**config.mk**
```make
export PLATFORM = sky130hd
export DESIGN_NAME = nps_ctrl
export DESIGN_NICKNAME = d
export VERILOG_FILES = /design/src/rtl/nps_pkg.sv /design/src/rtl/nps_ctrl.sv
export SDC_FILE = /design/constraint.sdc
export NUM_CORES = 1
export LEC_CHECK = 0
export BUFFER_PORTS_ARGS = -buffer_cell sky130_fd_sc_hd__clkbuf_2
export CAP_MARGIN = 20
export CORE_ASPECT_RATIO = 0.75
export CORE_MARGIN = 2
export CORE_UTILIZATION = 58
export CTS_CLUSTER_SIZE = 40
export DETAILED_ROUTE_END_ITERATION = 8
export GPL_TIMING_DRIVEN = 1
export PLACE_DENSITY_LB_ADDON = 0.15
export SETUP_SLACK_MARGIN = 0.2
export SKIP_LAST_GASP = 1
export SLEW_MARGIN = 10
export SYNTH_ARGS = -nofsm -noshare
export SYNTH_HDL_FRONTEND = slang
export SYNTH_SLANG_ARGS = --single-unit
```
**constraint.sdc**
```tcl
create_clock -name clk -period 2.52 [get_ports clk]
set_input_delay 0.252 -clock clk [delete_from_list [all_inputs] [get_ports clk]]
set_output_delay 0.252 -clock clk [all_outputs]
set_load 0.02 [all_outputs]
```
**src/rtl/nps_pkg.sv**
```systemverilog
// Shared types and constants for the nearest point search unit.
package nps_pkg;

  localparam int COORD_BITS = 20;
  localparam int POINT_BITS = 3 * COORD_BITS;
  localparam int MAG_BITS   = COORD_BITS + 1;
  localparam int SQ_BITS    = 2 * MAG_BITS;
  localparam int SUM_BITS   = SQ_BITS + 2;
  localparam int DIST_BITS  = 42;
  localparam int INDEX_BITS = 8;
  localparam int PIPE_DEPTH = 4;
  localparam int DRAIN_W    = $clog2(PIPE_DEPTH);

  localparam logic [DIST_BITS-1:0] DIST_ONES    = {DIST_BITS{1'b1}};
  localparam logic [DIST_BITS-1:0] CUTOFF_RESET = 42'd3298534883328;

  localparam logic [1:0] ACT_CLEAR  = 2'd0;
  localparam logic [1:0] ACT_APPEND = 2'd1;
  localparam logic [1:0] ACT_QUERY  = 2'd2;

  typedef struct packed {
    logic [1:0]                   action;
    logic signed [COORD_BITS-1:0] coord_x;
    logic signed [COORD_BITS-1:0] coord_y;
    logic signed [COORD_BITS-1:0] coord_z;
  } item_t;

  typedef struct packed {
    logic                  found;
    logic [INDEX_BITS-1:0] nearest_index;
    logic [DIST_BITS-1:0]  distance_squared;
  } result_t;

  typedef struct packed {
    logic wr_en;
    logic rd_en;
    logic load_query;
    logic report;
  } dp_cmd_t;

endpackage

```
**src/rtl/nps_ctrl.sv**
```systemverilog
// Controller: point count, scan sequencing and the query state machine.
module nps_ctrl #(
  parameter int MAX_POINTS = 256
) (
  input  logic                          clk,
  input  logic                          rst,
  input  logic                          start,
  input  logic [1:0]                    action,
  output logic                          busy,
  output nps_pkg::dp_cmd_t              cmd,
  output logic [$clog2(MAX_POINTS)-1:0] addr
);

  localparam int IDX_W = $clog2(MAX_POINTS);
  localparam int CNT_W = $clog2(MAX_POINTS + 1);

  typedef enum logic [3:0] {
    S_IDLE   = 4'b0001,
    S_SCAN   = 4'b0010,
    S_DRAIN  = 4'b0100,
    S_REPORT = 4'b1000
  } state_t;

  state_t                      state, state_next;
  logic [CNT_W-1:0]            count, count_next;
  logic [IDX_W-1:0]            scan_addr, scan_addr_next;
  logic [nps_pkg::DRAIN_W-1:0] drain_cnt, drain_cnt_next;
  logic                        accept;

  assign busy   = (state != S_IDLE);
  assign accept = start && (state == S_IDLE);
  assign addr   = (state == S_SCAN) ? scan_addr : count[IDX_W-1:0];

  always_comb begin
    state_next     = state;
    count_next     = count;
    scan_addr_next = scan_addr;
    drain_cnt_next = drain_cnt;
    cmd            = '0;
    unique case (state)
      S_IDLE: begin
        if (accept) begin
          unique case (action)
            nps_pkg::ACT_CLEAR: begin
              count_next = '0;
            end
            nps_pkg::ACT_APPEND: begin
              // drop the point when the table is full
              if (count < CNT_W'(MAX_POINTS)) begin
                cmd.wr_en  = 1'b1;
                count_next = count + CNT_W'(1);
              end
            end
            nps_pkg::ACT_QUERY: begin
              cmd.load_query = 1'b1;
              scan_addr_next = '0;
              drain_cnt_next = '0;
              state_next     = (count == '0) ? S_DRAIN : S_SCAN;
            end
            default: begin
            end
          endcase
        end
      end
      S_SCAN: begin
        cmd.rd_en      = 1'b1;
        scan_addr_next = scan_addr + IDX_W'(1);
        if (CNT_W'(scan_addr) + CNT_W'(1) == count) begin
          state_next = S_DRAIN;
        end
      end
      S_DRAIN: begin
        // let the last read work through the distance pipeline
        drain_cnt_next = drain_cnt + nps_pkg::DRAIN_W'(1);
        if (drain_cnt == nps_pkg::DRAIN_W'(nps_pkg::PIPE_DEPTH - 1)) begin
          state_next = S_REPORT;
        end
      end
      S_REPORT: begin
        cmd.report = 1'b1;
        state_next = S_IDLE;
      end
      default: begin
        state_next = S_IDLE;
      end
    endcase
  end

  always_ff @(posedge clk) begin
    if (rst) begin
      state     <= S_IDLE;
      count     <= '0;
      scan_addr <= '0;
      drain_cnt <= '0;
    end else begin
      state     <= state_next;
      count     <= count_next;
      scan_addr <= scan_addr_next;
      drain_cnt <= drain_cnt_next;
    end
  end

endmodule

```
==> reports/results.ini <==
[critical_path]
cp-start-kind = flip-flop
startpoint = state[2]
critical_path_required_ns = 2.27
critPathKind = reg2out
cp.arrival_ns = 2.02
r2r_slack_ns = 0.41
slowest_stage = nor4b_4
cp-end-kind = output pin
critPathMaxFanout = 6
slowest_delay_ns = 0.41
ff2ff_path_depth = 6
cp_cell_sequence = nor4b_4 > inv_2 > or2_2 > nor3b_4 > buf_4
rr_startpoint = scan_addr[1]

[outcome]
outcome = complete, no violations

[logic_synthesis]
synth_edf_count = 0
synth_area_leader_cell = dfxtp_1
synthTopCellsByArea = dfxtp_1 (29%), nand2_1 (7.2%), a21oi_1 (6.7%)
synth_flop_cell = dfxtp_1
yosysWarnings = 0
ys_ff_latch = 23
synthArstFlopShare_pct = 0
syn_nets = 222
synth_fa_ha_area_share_pct = 3.19
netlist.area_leader.share_pct = 29.3
synthMuxAreaShare_pct = 0.637
seq_area_frac_synth_pct = 29.3
synth_top_family_by_area = simple AND/OR/NAND/NOR gates
synth_compound_area_share_pct = 20.5
synth_cell_types = 47
synthSimpleGateAreaFrac_pct = 35.1
yosys.area_share.xor_xnor_pct = 6.14
syn_inst = 213
synthesis.area_um2 = 1570
syn_avg_cell_area_um2 = 7.37

[floorplanning]
core_um2 = 2580
boundaryPins = 18
die_h_um = 49.1
die_x_um = 64.1
core.rowCount = 16
initial_core_util_pct = 60.8
dieArea_um2 = 3140

[hold_path]
holdCritPathClass = in2reg
min-delay-start = rst
hold_depth = 2

[clock_tree]
clk_path_buf_depth = 2
clkSlewWorstSetupHoldPaths_ns = 0.13
cts_tree = built
cts.sinks = 23
ctsHtreeMaxLevel = 1
insertion_delay_ns = 0.32
cts_root_buffer = clkbuf_4
hold_buffers = 0
cts_inserted_buffers = 3

[power_and_ir_drop]
power_density_nw_per_um2 = 439
ir_worst_vdd_v = 0.000493
power.leakage_nw = 0.695

[place]
place_congestion = 0.988
portBuffers = 17
dp_hpwl_mm = 2.85
place_area_um2 = 1660

[timing]
tightestPinTransition_ns = 0.647
max-slew-margin-rel_pct = 56.8
clock_skew_ns = 0.00740
timing.setup.tns_ns = 0
fin_crit_sh_pct = 90.2
final-max-slew-violation-count = 0
max_clock_freq_mhz = 440
setup_viol = 0
hold_viol = 0
rsz0062_at_grt = yes
min_period_ns = 2.27

[grt]
grt_pass1_wl_mm = 6.30
antenna_found_initial = 0
overflow = 0
grt_pass1_vias = 1341
grt_max_degree = 22
track_usage_pct = 25.5

[detailed_routing]
viasPerCell = 6.10
final_antenna_net_count = 0
wl_mm = 3.97
vias = 1580
routedWlPerCell_um = 15.3
drc = 0
firstDrtPassIters = 4
first_iter_violations = 97

[final_layout]
syn_to_final_growth_pct = 9.24
post-route-util_pct = 66.4
final_design_area_no_fill_um2 = 1720
nets = 233
drive_gt1_share_pct = 15.7
diodes = 0

[job]
cap_violations = 0

==> synth_stat cells (all sizes together) (5+ instances only) <==
| cell type | count |
|---|---|
| and3 | 7 |
| nor2 | 16 |
| clkbuf | 14 |
| inv | 7 |
| nor3 | 5 |
| nand2 | 30 |
| xor2 | 6 |
| nand3 | 7 |
| nand3b | 6 |
| xnor2 | 5 |
| dfxtp | 23 |
| a21oi | 21 |
| o21ai | 13 |
==> flip-flops by register name, indices dropped and copies added (netlist names) <==
signal and flops:
scan_addr 8, count 9, state 4, drain_cnt 2
==> per-stage QoR <==
| stage | total power [mW] | hold WS (ns) | setup slack (ns) | cells |
|---|---|---|---|---|
| 5_1_grt | 0.779 | 0.355 | 0.177 | 259 |
| 2_1_floorplan | 0.513 | 0.321 | 0.252 | 213 |
| 3_5_place_dp | 0.558 | 0.468 | 0.372 | 254 |
| 4_1_cts | 0.737 | 0.329 | 0.202 | 258 |
| 6_report | 0.753 | 0.327 | 0.247 | 259 |
| 3_3_place_gp | 0.551 | 0.464 | 0.462 | 254 |
==> logic make-up after synthesis <==
family	count (synthesis)
buf+inv	21
fa+ha+maj	4
flops	23
compound gates	53
xor+xnor	11
simple gates	100
mux	1
==> report_power, final <==
group	internal [mW]	total, mW	leakage [nW]	switching [mW]
logic	0.0720	0.176	0.493	0.104
clock network	0.0620	0.180	0.0150	0.118
registers	0.378	0.397	0.186	0.0190
total	0.512	0.753	0.695	0.241
==> layout make-up <==
| class | instances | area, um2 |
|---|---|---|
| tap | 36 | 45.0 |
| fill | 234 | 867 |
| clock buffer | 4 | 26.3 |
| multi-input combinational | 169 | 1040 |
| timing repair buffer | 20 | 110 |
| sequential | 23 | 464 |
| inverter | 7 | 26.3 |
==> critical path, delay by kind of cell, from the launching register on <==
| family | cells | cell delay [ns] |
|---|---|---|
| AND/OR/NAND/NOR | 3 | 1.03 |
| flip-flops | 1 | 0.38 |
| buffers and inverters | 2 | 0.29 |
==> cell usage in the layout (no fill, tap or decap), drive strengths merged, types with 2 or more instances in the layout <==
| cell type | count |
|---|---|
| nor3 | 5 |
| nor3b | 3 |
| xor2 | 6 |
| and2 | 3 |
| a21oi | 21 |
| and3 | 7 |
| ha | 4 |
| dfxtp | 23 |
| inv | 7 |
| nor2 | 16 |
| xnor2 | 5 |
| nand2b | 3 |
| nor4b | 3 |
| a22oi | 2 |
| nor4 | 2 |
| o2111ai | 2 |
| nand3b | 6 |
| a31oi | 2 |
| nand4 | 3 |
| a221oi | 2 |
| buf | 4 |
| a211o | 2 |
| nand2 | 30 |
| nand3 | 7 |
| o21ai | 13 |
| or3 | 4 |
| clkbuf | 20 |
| and4 | 4 |
==> layer usage <==
layer	routed length [um]	track usage, %
met5	0	0
met4	36	5.80
met3	220	6.47
met2	1850	39.4
met1	1860	35.6
==> repair_timing <==
item                       in CTS  in global routing
setup endpoints to repair       1                  2
buffers inserted                0                  1
gates resized for setup         1                  7
pin swaps                       1                  1
==> path summary, 6_finish.rpt <==
kind             endpoint
max                cmd[3]
min          scan_addr[2]
min reg2reg  drain_cnt[1]
max reg2reg      state[2]
No activity file was read; power rests on OpenSTA's default activity.
